`config.mk`:
```
export PLATFORM = sky130hd
export DESIGN_NAME = key_value_line_tokenizer
export DESIGN_NICKNAME = d
export VERILOG_FILES = /design/src/rtl/kvlt_pkg.sv /design/src/rtl/key_value_line_tokenizer.sv /design/src/rtl/kvlt_row.sv /design/src/rtl/kvlt_scanner.sv
export SDC_FILE = /design/constraint.sdc
export NUM_CORES = 1
export LEC_CHECK = 0
export BUFFER_PORTS_ARGS = -buffer_cell sky130_fd_sc_hd__clkbuf_2
export CORE_ASPECT_RATIO = 0.75
export CORE_MARGIN = 5
export CORE_UTILIZATION = 35
export DETAILED_ROUTE_END_ITERATION = 8
export SETUP_SLACK_MARGIN = 0.4
export SYNTH_ARGS = -nofsm -noshare
export SYNTH_HDL_FRONTEND = slang
export SYNTH_SLANG_ARGS = --single-unit
```
`constraint.sdc`:
```
create_clock -name clk -period 4.3 [get_ports clk]
set_input_delay 1.075 -clock clk [delete_from_list [all_inputs] [get_ports clk]]
set_output_delay 1.075 -clock clk [all_outputs]
set_load 0.05 [all_outputs]
```
`src/rtl/kvlt_pkg.sv`:
```
// Package for the key/value line tokenizer.
// Holds character classes, scanner phases, the result record and the classifier.
// No dependencies.
`default_nettype none

package kvlt_pkg;

  // Default sizes of the block.
  localparam int LINE_LIMIT_DEF  = 256;
  localparam int KEY_LIMIT_DEF   = 64;
  localparam int VALUE_LIMIT_DEF = 128;
  localparam int TABLE_ROWS_DEF  = 64;

  // djb2 seed and field widths.
  localparam logic [63:0] HASH_SEED = 64'd5381;
  localparam int POS_OUT_W = 8;
  localparam int ROW_OUT_W = 6;
  localparam int OVF_W     = 6;

  // Character codes with a meaning of their own.
  localparam logic [7:0] CH_SPACE  = 8'h20;
  localparam logic [7:0] CH_TAB    = 8'h09;
  localparam logic [7:0] CH_CR     = 8'h0D;
  localparam logic [7:0] CH_EQUAL  = 8'h3D;
  localparam logic [7:0] CH_HASH   = 8'h23;
  localparam logic [7:0] CH_DIG_LO = 8'h30;
  localparam logic [7:0] CH_DIG_HI = 8'h39;
  localparam logic [7:0] CH_UP_LO  = 8'h41;
  localparam logic [7:0] CH_UP_HI  = 8'h5A;
  localparam logic [7:0] CH_LOW_LO = 8'h61;
  localparam logic [7:0] CH_LOW_HI = 8'h7A;
  localparam logic [7:0] CH_PRT_LO = 8'h21;
  localparam logic [7:0] CH_PRT_HI = 8'h7E;

  typedef enum logic [2:0] {
    CL_INVALID = 3'd0,
    CL_SPACE   = 3'd1,
    CL_DIGIT   = 3'd2,
    CL_UPPER   = 3'd3,
    CL_LOWER   = 3'd4,
    CL_EQUAL   = 3'd5,
    CL_HASH    = 3'd6,
    CL_PUNCT   = 3'd7
  } kvlt_cls_t;

  typedef enum logic [2:0] {
    PH_KEY_SEEK = 3'd0,
    PH_KEY_READ = 3'd1,
    PH_EQ_WAIT  = 3'd2,
    PH_VAL_SEEK = 3'd3,
    PH_VAL_READ = 3'd4
  } kvlt_phase_t;

  // One result beat.
  typedef struct packed {
    logic                 line_ok;
    logic [POS_OUT_W-1:0] key_start;
    logic [POS_OUT_W-1:0] key_end;
    logic [POS_OUT_W-1:0] value_start;
    logic [POS_OUT_W-1:0] value_end;
    logic [63:0]          key_hash;
    logic [ROW_OUT_W-1:0] row;
    logic                 too_long;
  } kvlt_res_t;

  // ASCII character classes; bytes above 0x7E and non-space controls are invalid.
  function automatic kvlt_cls_t kvlt_classify(input logic [7:0] c);
    kvlt_cls_t cls;
    priority if (c == CH_SPACE || (c >= CH_TAB && c <= CH_CR)) cls = CL_SPACE;
    else if (c >= CH_DIG_LO && c <= CH_DIG_HI) cls = CL_DIGIT;
    else if (c >= CH_UP_LO && c <= CH_UP_HI)   cls = CL_UPPER;
    else if (c >= CH_LOW_LO && c <= CH_LOW_HI) cls = CL_LOWER;
    else if (c == CH_EQUAL)                    cls = CL_EQUAL;
    else if (c == CH_HASH)                     cls = CL_HASH;
    else if (c >= CH_PRT_LO && c <= CH_PRT_HI) cls = CL_PUNCT;
    else                                       cls = CL_INVALID;
    return cls;
  endfunction

endpackage

`default_nettype wire

```
`src/rtl/key_value_line_tokenizer.sv`:
```
// Key/value line tokenizer, top level: input register, scanner, result register.
// A line-end character goes from the input register through the scanner into the result register.
// Throughput: one character beat per cycle; a waiting result stalls only line ends.
// The scanner holds the rate: one phase update and one 64-bit shift-add per beat.
// Reset (synchronous, rst_n low) empties both registers and starts a fresh line.
// Uses kvlt_pkg and instantiates kvlt_scanner.
`default_nettype none

module key_value_line_tokenizer
  import kvlt_pkg::*;
#(
  parameter int LINE_LIMIT  = LINE_LIMIT_DEF,
  parameter int KEY_LIMIT   = KEY_LIMIT_DEF,
  parameter int VALUE_LIMIT = VALUE_LIMIT_DEF,
  parameter int TABLE_ROWS  = TABLE_ROWS_DEF
) (
  input  wire logic                 clk,
  input  wire logic                 rst_n,
  input  wire logic                 in_valid,
  output      logic                 in_stall,
  input  wire logic [7:0]           in_ch,
  input  wire logic                 in_line_end,
  output      logic                 out_valid,
  input  wire logic                 out_stall,
  output      logic                 out_line_ok,
  output      logic [POS_OUT_W-1:0] out_key_start,
  output      logic [POS_OUT_W-1:0] out_key_end,
  output      logic [POS_OUT_W-1:0] out_value_start,
  output      logic [POS_OUT_W-1:0] out_value_end,
  output      logic [63:0]          out_key_hash,
  output      logic [ROW_OUT_W-1:0] out_row,
  output      logic                 out_too_long
);

  logic       in_v_r, in_v_nxt;
  logic [7:0] in_ch_r;
  logic       in_last_r;
  logic       out_v_r, out_v_nxt;
  kvlt_res_t  res_r;
  kvlt_res_t  scan_res;
  logic       in_take;
  logic       advance;
  logic       load;

  // A held character moves on unless it closes a line and the result slot is blocked.
  always_comb begin
    advance  = in_v_r & (~in_last_r | ~out_v_r | ~out_stall);
    load     = advance & in_last_r;
    in_stall = in_v_r & ~advance;
    in_take  = in_valid & ~in_stall;
    if (in_take) begin
      in_v_nxt = 1'b1;
    end else if (advance) begin
      in_v_nxt = 1'b0;
    end else begin
      in_v_nxt = in_v_r;
    end
    if (load) begin
      out_v_nxt = 1'b1;
    end else if (!out_stall) begin
      out_v_nxt = 1'b0;
    end else begin
      out_v_nxt = out_v_r;
    end
  end

  kvlt_scanner #(
    .LINE_LIMIT (LINE_LIMIT),
    .KEY_LIMIT  (KEY_LIMIT),
    .VALUE_LIMIT(VALUE_LIMIT),
    .TABLE_ROWS (TABLE_ROWS)
  ) u_scanner (
    .clk   (clk),
    .rst_n (rst_n),
    .step_i(advance),
    .ch_i  (in_ch_r),
    .last_i(in_last_r),
    .res_o (scan_res)
  );

  // Valid flags.
  always_ff @(posedge clk) begin
    if (!rst_n) begin
      in_v_r  <= 1'b0;
      out_v_r <= 1'b0;
    end else begin
      in_v_r  <= in_v_nxt;
      out_v_r <= out_v_nxt;
    end
  end

  // Payload registers.
  always_ff @(posedge clk) begin
    if (in_take) begin
      in_ch_r   <= in_ch;
      in_last_r <= in_line_end;
    end
    if (load) begin
      res_r <= scan_res;
    end
  end

  assign out_valid       = out_v_r;
  assign out_line_ok     = res_r.line_ok;
  assign out_key_start   = res_r.key_start;
  assign out_key_end     = res_r.key_end;
  assign out_value_start = res_r.value_start;
  assign out_value_end   = res_r.value_end;
  assign out_key_hash    = res_r.key_hash;
  assign out_row         = res_r.row;
  assign out_too_long    = res_r.too_long;

endmodule

`default_nettype wire

```
`src/rtl/kvlt_row.sv`:
```
// Table row tracker: keeps the key hash modulo the row count, one character a beat.
// Uses kvlt_pkg; driven by kvlt_scanner.
`default_nettype none

module kvlt_row
  import kvlt_pkg::*;
#(
  parameter int TABLE_ROWS = TABLE_ROWS_DEF
) (
  input  wire logic                 clk,
  input  wire logic                 rst_n,
  input  wire logic                 step_i,
  input  wire logic                 last_i,
  input  wire logic                 hash_en_i,
  input  wire logic [7:0]           ch_i,
  input  wire logic [OVF_W-1:0]     ovf_i,
  output      logic [ROW_OUT_W-1:0] row_o
);

  localparam int RES_W = (TABLE_ROWS > 1) ? $clog2(TABLE_ROWS) : 1;
  localparam int RES_N = 1 << RES_W;
  localparam int SUM_W = RES_W + 2;
  localparam int OVF_N = 1 << OVF_W;
  localparam logic [63:0] ROWS64   = 64'(TABLE_ROWS);
  // 2^64 mod rows, for the part of the product that wraps out of 64 bits.
  localparam logic [63:0] WRAP_M1  = 64'hFFFF_FFFF_FFFF_FFFF % ROWS64;
  localparam logic [63:0] WRAP_RES = (WRAP_M1 + 64'd1) % ROWS64;
  localparam logic [RES_W-1:0] SEED_RES = RES_W'(HASH_SEED % ROWS64);
  localparam logic [SUM_W-1:0] ROWS_S   = SUM_W'(TABLE_ROWS);
  localparam logic [SUM_W-1:0] ROWS2_S  = SUM_W'(2 * TABLE_ROWS);

  logic [RES_W-1:0] mul_tbl [RES_N];
  logic [RES_W-1:0] chr_tbl [256];
  logic [RES_W-1:0] neg_tbl [OVF_N];

  logic [RES_W-1:0] res_r;
  logic [RES_W-1:0] res_nxt;
  logic [RES_W-1:0] res_upd;
  logic [SUM_W-1:0] sum;
  logic [SUM_W-1:0] red;

  // Constant tables: residue times 33, character, and minus the wrapped part.
  for (genvar k = 0; k < RES_N; k++) begin : g_mul
    localparam logic [63:0] MV = (64'(k) * 64'd33) % ROWS64;
    assign mul_tbl[k] = RES_W'(MV);
  end

  for (genvar k = 0; k < 256; k++) begin : g_chr
    localparam logic [63:0] CV = 64'(k) % ROWS64;
    assign chr_tbl[k] = RES_W'(CV);
  end

  for (genvar k = 0; k < OVF_N; k++) begin : g_neg
    localparam logic [63:0] NV = (ROWS64 - (64'(k) * WRAP_RES) % ROWS64) % ROWS64;
    assign neg_tbl[k] = RES_W'(NV);
  end

  // Three residues below the row count sum to less than three times it.
  always_comb begin
    sum = SUM_W'(mul_tbl[res_r]) + SUM_W'(chr_tbl[ch_i]) + SUM_W'(neg_tbl[ovf_i]);
    priority if (sum >= ROWS2_S) red = sum - ROWS2_S;
    else if (sum >= ROWS_S)      red = sum - ROWS_S;
    else                         red = sum;
    res_upd = hash_en_i ? RES_W'(red) : res_r;
    if (step_i) begin
      res_nxt = last_i ? SEED_RES : res_upd;
    end else begin
      res_nxt = res_r;
    end
  end

  assign row_o = ROW_OUT_W'(res_upd);

  always_ff @(posedge clk) begin
    if (!rst_n) begin
      res_r <= SEED_RES;
    end else begin
      res_r <= res_nxt;
    end
  end

endmodule

`default_nettype wire

```
`src/rtl/kvlt_scanner.sv`:
```
// Line scanner: phase tracking, key and value bounds, djb2 hash and length checks.
// Uses kvlt_pkg and instantiates kvlt_row.
`default_nettype none

module kvlt_scanner
  import kvlt_pkg::*;
#(
  parameter int LINE_LIMIT  = LINE_LIMIT_DEF,
  parameter int KEY_LIMIT   = KEY_LIMIT_DEF,
  parameter int VALUE_LIMIT = VALUE_LIMIT_DEF,
  parameter int TABLE_ROWS  = TABLE_ROWS_DEF
) (
  input  wire logic       clk,
  input  wire logic       rst_n,
  input  wire logic       step_i,
  input  wire logic [7:0] ch_i,
  input  wire logic       last_i,
  output      kvlt_res_t  res_o
);

  localparam int POS_W = $clog2(LINE_LIMIT);
  localparam int SUM_W = 64 + OVF_W;
  localparam logic [POS_W-1:0] POS_STOP = POS_W'(LINE_LIMIT - 1);
  localparam logic [31:0] KEY_LEN_MAX = 32'(KEY_LIMIT);
  localparam logic [31:0] VAL_LEN_MAX = 32'(VALUE_LIMIT - 1);

  kvlt_phase_t      phase_r, phase_nxt, phase_upd;
  logic             stop_r, stop_nxt, stop_upd;
  logic [POS_W-1:0] pos_r, pos_nxt, pos_upd;
  logic [POS_W-1:0] kf_r, kf_nxt, kf_upd;
  logic [POS_W-1:0] kl_r, kl_nxt, kl_upd;
  logic [POS_W-1:0] vf_r, vf_nxt, vf_upd;
  logic [POS_W-1:0] vl_r, vl_nxt, vl_upd;
  logic             klong_r, klong_nxt, klong_upd;
  logic             vlong_r, vlong_nxt, vlong_upd;
  logic [63:0]      hash_r, hash_nxt, hash_upd;
  logic [SUM_W-1:0] hash_sum;
  logic             hash_en;
  kvlt_cls_t        cls;
  logic             found;
  logic             too_long;
  logic [ROW_OUT_W-1:0] row;

  // Row residue follows the hash step for step.
  kvlt_row #(
    .TABLE_ROWS(TABLE_ROWS)
  ) u_row (
    .clk      (clk),
    .rst_n    (rst_n),
    .step_i   (step_i),
    .last_i   (last_i),
    .hash_en_i(hash_en),
    .ch_i     (ch_i),
    .ovf_i    (hash_sum[SUM_W-1:64]),
    .row_o    (row)
  );

  // Per-character scan: updated state before the line-end clear.
  always_comb begin
    cls       = kvlt_classify(ch_i);
    hash_sum  = (SUM_W'(hash_r) << 5) + SUM_W'(hash_r) + SUM_W'(ch_i);
    hash_en   = 1'b0;
    phase_upd = phase_r;
    stop_upd  = stop_r;
    pos_upd   = pos_r;
    kf_upd    = kf_r;
    kl_upd    = kl_r;
    vf_upd    = vf_r;
    vl_upd    = vl_r;
    klong_upd = klong_r;
    vlong_upd = vlong_r;
    if (pos_r < POS_STOP) begin
      pos_upd = pos_r + POS_W'(1);
      if (!stop_r) begin
        if (cls == CL_INVALID || cls == CL_HASH) begin
          stop_upd = 1'b1;
        end else begin
          unique case (phase_r)
            PH_KEY_SEEK: begin
              if (cls == CL_UPPER || cls == CL_LOWER) begin
                kf_upd    = pos_r;
                hash_en   = 1'b1;
                phase_upd = PH_KEY_READ;
              end
            end
            PH_KEY_READ: begin
              if (cls == CL_SPACE || cls == CL_EQUAL) begin
                kl_upd    = pos_r - POS_W'(1);
                klong_upd = 32'(pos_r - kf_r) >= KEY_LEN_MAX;
                phase_upd = (cls == CL_SPACE) ? PH_EQ_WAIT : PH_VAL_SEEK;
              end else begin
                hash_en = 1'b1;
              end
            end
            PH_EQ_WAIT: begin
              if (cls == CL_EQUAL) phase_upd = PH_VAL_SEEK;
            end
            PH_VAL_SEEK: begin
              if (cls != CL_SPACE) begin
                vf_upd    = pos_r;
                vl_upd    = pos_r;
                vlong_upd = 1'b0;
                phase_upd = PH_VAL_READ;
              end
            end
            PH_VAL_READ: begin
              if (cls == CL_SPACE) begin
                stop_upd = 1'b1;
              end else begin
                vl_upd    = pos_r;
                vlong_upd = 32'(pos_r - vf_r) >= VAL_LEN_MAX;
              end
            end
            default: begin
            end
          endcase
        end
      end
    end
    hash_upd = hash_en ? hash_sum[63:0] : hash_r;
  end

  // Result for a line end; a line with no complete pair reports zeros.
  always_comb begin
    found    = (phase_upd == PH_VAL_READ);
    too_long = klong_upd | vlong_upd;
    res_o    = '0;
    if (found) begin
      res_o.line_ok     = ~too_long;
      res_o.key_start   = POS_OUT_W'(kf_upd);
      res_o.key_end     = POS_OUT_W'(kl_upd);
      res_o.value_start = POS_OUT_W'(vf_upd);
      res_o.value_end   = POS_OUT_W'(vl_upd);
      res_o.key_hash    = hash_upd;
      res_o.row         = row;
      res_o.too_long    = too_long;
    end
  end

  // Commit on each beat; the line end returns everything to the empty line.
  always_comb begin
    phase_nxt = phase_r;
    stop_nxt  = stop_r;
    pos_nxt   = pos_r;
    kf_nxt    = kf_r;
    kl_nxt    = kl_r;
    vf_nxt    = vf_r;
    vl_nxt    = vl_r;
    klong_nxt = klong_r;
    vlong_nxt = vlong_r;
    hash_nxt  = hash_r;
    if (step_i) begin
      if (last_i) begin
        phase_nxt = PH_KEY_SEEK;
        stop_nxt  = 1'b0;
        pos_nxt   = '0;
        kf_nxt    = '0;
        kl_nxt    = '0;
        vf_nxt    = '0;
        vl_nxt    = '0;
        klong_nxt = 1'b0;
        vlong_nxt = 1'b0;
        hash_nxt  = HASH_SEED;
      end else begin
        phase_nxt = phase_upd;
        stop_nxt  = stop_upd;
        pos_nxt   = pos_upd;
        kf_nxt    = kf_upd;
        kl_nxt    = kl_upd;
        vf_nxt    = vf_upd;
        vl_nxt    = vl_upd;
        klong_nxt = klong_upd;
        vlong_nxt = vlong_upd;
        hash_nxt  = hash_upd;
      end
    end
  end

  always_ff @(posedge clk) begin
    if (!rst_n) begin
      phase_r <= PH_KEY_SEEK;
      stop_r  <= 1'b0;
      pos_r   <= '0;
      kf_r    <= '0;
      kl_r    <= '0;
      vf_r    <= '0;
      vl_r    <= '0;
      klong_r <= 1'b0;
      vlong_r <= 1'b0;
      hash_r  <= HASH_SEED;
    end else begin
      phase_r <= phase_nxt;
      stop_r  <= stop_nxt;
      pos_r   <= pos_nxt;
      kf_r    <= kf_nxt;
      kl_r    <= kl_nxt;
      vf_r    <= vf_nxt;
      vl_r    <= vl_nxt;
      klong_r <= klong_nxt;
      vlong_r <= vlong_nxt;
      hash_r  <= hash_nxt;
    end
  end

endmodule

`default_nettype wire

```
==> results of run 1 <==
final cells by class:
| cell class | count | area, um2 | share of cell area (%) |
|---|---|---|---|
| clock inverters | 15 | 165 | 0.979 |
| flip-flops and latches | 231 | 5760 | 34.1 |
| clock buffers | 34 | 712 | 4.22 |
| repair buffers | 161 | 951 | 5.64 |
| well taps | 561 | 702 | 4.16 |
| multi-input cells | 1258 | 8420 | 49.9 |
| inverters | 44 | 169 | 1.00 |
logic make-up after synthesis:
kind of cell | after synthesis | synth area share, %
flip-flops | 231 | 39.5
buffers and inverters | 127 | 3.60
multiplexers | 22 | 1.52
XOR/XNOR | 82 | 4.93
AO/OA/AOI/OAI | 417 | 18.1
adder cells (fa/ha/maj) | 152 | 13.4
AND/OR/NAND/NOR | 585 | 19.0
worst max path at each step:
stage          cells after the start                    to        from  slack [ns]
3_5_place_dp                      14  u_scanner.hash_r[62]  in_ch_r[7]        0.14
4_1_cts                           13  u_scanner.hash_r[62]  in_ch_r[5]        0.34
2_1_floorplan                     14      out_key_hash[53]  in_ch_r[1]        0.71
5_1_grt                           14  u_scanner.hash_r[62]  in_ch_r[2]        0.37
3_3_place_gp                      14  u_scanner.hash_r[62]  in_ch_r[7]        0.17
6_report                          14  u_scanner.hash_r[62]  in_ch_r[2]        0.49
timing repair:
| action | CTS | global route |
|---|---|---|
| gates resized for setup | 4 | 16 |
| pin swaps | 0 | 6 |
| buffers inserted | 0 | 6 |
| endpoints found under the setup margin | 11 | 25 |
layer usage:
layer  global-route usage [%]  part of all wire [%]
met2                     27.5                    42
met5                        0                     0
met3                     3.59                   7.0
met4                     3.75                   1.7
met1                     27.9                    49
power by group through the flow:
stage          registers (uW)  logic [uW]  clock network [uW]
5_1_grt                  2350         370                2460
6_report                 2340         345                2320
3_3_place_gp             2390         331                   0
3_5_place_dp             2390         330                   0
2_1_floorplan            2460         163                   0
4_1_cts                  2350         333                2380
worst max-delay path: cells and delay by family, from the launching register on:
kind	cells	cell delay (ns)
AND/OR/NAND/NOR	4	0.67
adder cells (fa/ha/maj)	2	0.67
AO/OA/AOI/OAI	7	1.82
buffers and inverters	1	0.19
flip-flops	1	0.40
cell usage in the layout (no fill, tap or decap), types with 5 or more instances in the layout:
master	instances
a21boi_0	5
a21o_1	40
a21oi_1	136
a22o_1	7
a22oi_1	61
a31o_2	5
a31oi_1	10
and2_1	19
and3_1	12
and4_1	5
buf_4	40
clkbuf_1	6
clkbuf_16	27
clkbuf_2	118
clkinv_2	5
dfxtp_1	117
edfxtp_1	113
fa_1	6
ha_1	143
inv_1	43
mux2i_1	21
nand2_1	221
nand2b_1	6
nand3_1	27
nand4_1	22
nor2_1	134
nor2b_1	82
nor3_1	20
nor4_1	5
o211ai_1	6
o21a_1	13
o21ai_0	78
o21bai_1	9
o31ai_1	6
or3_1	5
xnor2_1	46
xor2_1	36
stage by stage:
stage,instances,total power [uW],hold slack [ns],utilization [%],area [um2]
floorplan,1616,2620,0.433,-,14600
global placement,2249,2730,0.458,38.7,15900
detailed placement,2249,2720,0.457,38.7,15900
CTS,2298,5050,0.467,40.9,16700
global route,2304,5180,0.487,41.2,16900
finish,2304,5010,0.472,41.2,16900
==> metrics.md, run 1 <==
| Metric | Value |
|---|---|
| Reg-to-Reg End | `u_scanner.hash_r[62]` |
| Crit end category | `flip-flop` |
| CTS tree | `built` |
| Max-cap viol count | `0` |
| # clock sinks | `231` |
| Row count | `64` |
| Hold path start | `u_scanner.hash_r[63]` |
| Critical-path top delay cell | `edfxtp_1` |
| RR Startpoint | `in_ch_r[2]` |
| Core area | `41000 um2` |
| Fin nets | `1888` |
| DP HPWL | `32500 um` |
| I/O pin total | `119` |
| Count leader, synth | `nand2_1` |
| Vias in the first global route | `12111` |
| Clk pwr share | `46.3%` |
| Max Slew Vio Count | `0` |
| Synth cell types | `73` |
| Hold Vio Cnt, Final | `0` |
| Avg Vias per Cell | `5.43` |
| Synth Warn # | `0` |
| Post-Route Skew | `0.0238 ns` |
| Worst endpoint required time | `4.80 ns` |
| VDD IR max | `0.249 mV` |
| Reg power frac | `46.8%` |
| Initial antenna violation count | `1` |
| Ant diodes | `0` |
| Hold worst-path end | `u_scanner.hash_r[63]` |
| Class of the worst hold path | `flip-flop to flip-flop` |
| Cell taking the most area after synthesis | `edfxtp_1` |
| Initial detailed-routing violation count | `1150` |
| Cells along the critical path | `ha_1, ha_1, a21oi_1, nand4b_1, a2111oi_4, nor3_2, o41ai_2, buf_4, o21ai_0, nor3b_2, o21ba_2, o311a_1, o41a_1, nand2_1` |
| RePlAce Congestion | `0.926` |
| Power Dens Cells | `297 nW/um2` |
| First-pass iteration count of the detailed router | `6` |
| CP Data Arrival Time | `4.31 ns` |
| Global-route wire length before repair | `69100 um` |
| Register area share after synthesis | `39.5%` |
| Ys flop type | `dfxtp_1` |
| Fillers | `4102` |
| Top post-synthesis cells by area | `edfxtp_1, dfxtp_1, ha_1, nand2_1, a21oi_1` |
| Post-synth top cells | `nand2_1, ha_1, a21oi_1` |
| Worst slack, placed | `0.138 ns` |
| Routed vias | `12520` |
| Mapped Area | `14600 um2` |
| Synthesized net count | `1781` |
| Synth top area share | `23.3%` |
| Final wirelength | `43800 um` |
| Final worst slack | `0.487 ns` |
| EDFF count, synth | `113` |
| Register bit total from synthesis | `231` |
| Switch Pwr | `1230 uW` |
| Post-CTS Hold Buffers | `0` |
| F_max | `262 MHz` |
| Syn_area_per_cell | `9.02 um2` |
| Largest net degree at the start of global routing | `68` |
| Chip height | `187 um` |
| CP Max Fanout | `4` |
| Input/output buffers | `118` |
| Lkg Pwr | `0.00685 uW` |
| Post-DRT Antenna Nets | `0` |
| Pint | `3780 uW` |
| GRT Resource Usage Total | `18.5%` |
| Worst slew pin tran | `1.19 ns` |
| CTS Root Cell | `clkbuf_16` |
| Slowest stage delay, CP | `0.40 ns` |
| Clock transition at path regs | `0.06 ns` |
| Combinational share of power | `6.9%` |
| Share of cells above drive strength 1 | `13.9%` |
| Worst Setup Start Kind | `flip-flop` |
| Status | `complete, no violations` |
| Gr ovfl total | `0` |
| Final setup viols | `0` |
| Fraction of registers with async set/reset | `0%` |
| Die Area | `45900 um2` |
| Final period util | `88.7%` |
| Cell mode on critical path | `ha_1` |
| Max Buffers Root-to-Sink | `3` |
| H-Tree Depth | `1` |
| Worst reg-to-reg path cell count | `14` |
| Initial Util | `35.6%` |
| WS Path Type | `flip-flop to flip-flop` |
| Avg WL per Cell | `19.0 um` |
| RSZ-0062 raised after global routing | `false` |
| Hold path depth | `1` |
| CTS Buf Count | `27` |
| Reg2reg setup slack | `0.49 ns` |
| DRC | `0` |
| Rel. slew slack | `20.8%` |
| Chip width | `246 um` |
| Sw frac | `24.6%` |
| Synth-to-Final Area Change | `15.7%` |
| Final TNS setup | `0 ns` |
| Clk_lat worst skew | `0.56 ns` |
| Mapped Cells | `1616` |
| Tmin final | `3.81 ns` |
Power figures use the tool's default switching activity.
==> inputs of run 2 (changes only) <==
PLACE_DENSITY = 0.56   (was not set)
==> metrics.md, run 2 (same netlist as run 1, synthesis figures left out) <==
| Metric | Value |
|---|---|
| Max Buffers Root-to-Sink | `3 (unchanged)` |
| Core area | `41000 um2 (unchanged)` |
| GRT busiest layer | `met1` |
| Initial detailed-routing violation count | `912 (-21%)` |
| Slowest stage delay, CP | `0.51 ns (+0.11 ns)` |
| Register area | `5760 um2 (about the same)` |
| Final setup viols | `0 (unchanged)` |
| I/O pin total | `119 (unchanged)` |
| Rel. slew slack | `28.5% (+7.6 points)` |
| Lkg Pwr | `0.00686 uW (+0.14%)` |
| Final wirelength | `44400 um (+1.4%)` |
| WP buf/inv | `1 (unchanged)` |
| Fillers | `4127 (+0.61%)` |
| Worst endpoint required time | `4.80 ns (about the same)` |
| Input/output buffers | `118 (unchanged)` |
| H-Tree Depth | `1 (unchanged)` |
| Synth-to-Final Area Change | `15.8% (about the same)` |
| Max Slew Vio Count | `0 (unchanged)` |
| Total Power | `4900 uW (-2.3%)` |
| Met1 GRT Util | `28.6% (+0.68 points)` |
| WS Path Type | `flip-flop to flip-flop` |
| Critical-path top delay cell | `fa_1` |
| Final period util | `88.7% (about the same)` |
| Global-route wire length before repair | `69000 um (-0.20%)` |
| Post-DRT Antenna Nets | `0 (unchanged)` |
| Delay-heaviest family, CP | `compound AO/OA/AOI/OAI gates` |
| Vias in the first global route | `11864 (-2.0%)` |
| Hold Vio Cnt, Final | `0 (unchanged)` |
| Power Dens Cells | `290 nW/um2 (-2.3%)` |
| DP HPWL | `32700 um (+0.60%)` |
| Post-CTS Hold Buffers | `0 (unchanged)` |
| Share of cells above drive strength 1 | `14.3% (+0.40 points)` |
| Ant diodes | `0 (unchanged)` |
| Die Area | `45900 um2 (unchanged)` |
| Worst slew pin tran | `1.07 ns (-0.116 ns)` |
| Clk_lat worst skew | `0.56 ns (about the same)` |
| Crit end category | `flip-flop` |
| RePlAce Congestion | `0.890 (-4.0%)` |
| Most frequent cells in the layout | `nand2_1, ha_1, a21oi_1, nor2_1, clkbuf_2` |
| Met2 GRT Util | `27.1% (-0.40 points)` |
| Footprint of the multi-input gates | `8450 um2 (+0.37%)` |
| Largest net degree at the start of global routing | `54 (-21%)` |
| Met3 Use GR | `3.69% (+0.10 points)` |
| Chip height | `187 um (unchanged)` |
| Final TNS setup | `0 ns (unchanged)` |
| Commonest non-fill, non-tap cell in the layout | `nand2_1` |
| Avg WL per Cell | `19.2 um (+1.1%)` |
| Initial Util | `35.6% (unchanged)` |
| Worst hold slack | `0.481 ns (+0.00897 ns)` |
| GRT Resource Usage Total | `18.5% (about the same)` |
| Clock transition at path regs | `0.07 ns (about the same)` |
| First-pass iteration count of the detailed router | `5 (-1)` |
| Chip width | `246 um (unchanged)` |
| Initial antenna violation count | `0 (-1)` |
| CP Data Arrival Time | `4.32 ns (about the same)` |
| Row count | `64 (unchanged)` |
| F_max | `262 MHz (about the same)` |
| VDD IR max | `0.257 mV (+3.1%)` |
| Cells along the critical path | `fa_1, ha_4, nand4b_1, a2111oi_4, nor3_2, o41ai_2, buf_4, o21ai_1, nor3b_4, o21ba_4, o311a_1, o41a_1, nand2_1` |
| Tmin final | `3.81 ns (+0.00169 ns)` |
| Max-cap viol count | `0 (unchanged)` |
| CTS Buf Count | `27 (unchanged)` |
| Fin nets | `1894 (+0.32%)` |
| RSZ-0062 raised after global routing | `true` |
| Class of the worst hold path | `flip-flop to flip-flop` |
| CTS tree | `built` |
| CP Max Fanout | `4 (unchanged)` |
| Gr ovfl total | `0 (unchanged)` |
| DRC | `0 (unchanged)` |
| Status | `complete, no violations` |
| Routed vias | `12439 (-0.65%)` |
| Post-Route Skew | `0.0189 ns (-0.00493 ns)` |
| # clock sinks | `231 (unchanged)` |
| CTS Root Cell | `clkbuf_16` |
| Avg Vias per Cell | `5.38 (-0.95%)` |
| Worst Setup Start Kind | `flip-flop` |
-- run 2: cell types whose count changed in the layout (fill, tap and decap cells not counted), sizes merged --
cell      change
buf           +5
clkbuf        +2
clkinvlp      +1
clkinv        -2
bufinv        -2
inv           +2
nor2          +1
-- run 2: final timing paths --
kind,start,slack (ns),cells past startpoint,to
min,u_scanner.hash_r[63],0.48,1,u_scanner.hash_r[63]
max reg2reg,in_ch_r[5],0.49,13,u_scanner.hash_r[62]
max,in_ch_r[5],0.49,13,u_scanner.hash_r[62]
min reg2reg,u_scanner.hash_r[63],0.48,1,u_scanner.hash_r[63]
-- run 2: worst register-to-register path: cells and delay by family, from the launching register on --
| kind | cells | cell delay, ns |
|---|---|---|
| flip-flops | 1 | 0.42 |
| adder cells (fa/ha/maj) | 2 | 0.82 |
| AO/OA/AOI/OAI | 6 | 1.77 |
| buffers and inverters | 1 | 0.19 |
| AND/OR/NAND/NOR | 4 | 0.56 |
-- run 2: layer usage --
layer	share of wire [%]	wire length, um	vias up
li1	-	-	6033
met3	7.0	3120	42
met4	1.3	571	0
met2	41	18400	383
met5	0	0	-
met1	50	22300	5981
-- run 2: through the flow --
step           cells  setup WS (ns)  util [%]  instance area, um2
2_1_floorplan   1616          0.707         -               14600
3_3_place_gp    2250          0.184      38.6               15800
3_5_place_dp    2250          0.180      38.6               15800
4_1_cts         2300          0.390      40.7               16700
5_1_grt         2311          0.325      41.2               16900
6_report        2311          0.486      41.2               16900
-- run 2: repair_timing --
action                                  CTS  global route
gates cloned                              0             1
setup buffers                             0            10
pin swaps                                 1             8
resized for setup                         5            21
endpoints found under the setup margin   16            44
-- run 2: report_power, final --
part	total (uW)	internal, uW	switching (uW)
Combinational	349	96.7	253
Sequential	2340	2330	16.2
Clock	2210	1250	961
-- run 2: layout make-up --
type / count / share of cell area [%]
timing repair buffer: 166 / 5.71
clock buffer: 36 / 4.26
multi-input combinational: 1259 / 50.1
tap: 561 / 4.16
clock inverter: 14 / 0.682
inverter: 44 / 1.00
sequential: 231 / 34.1
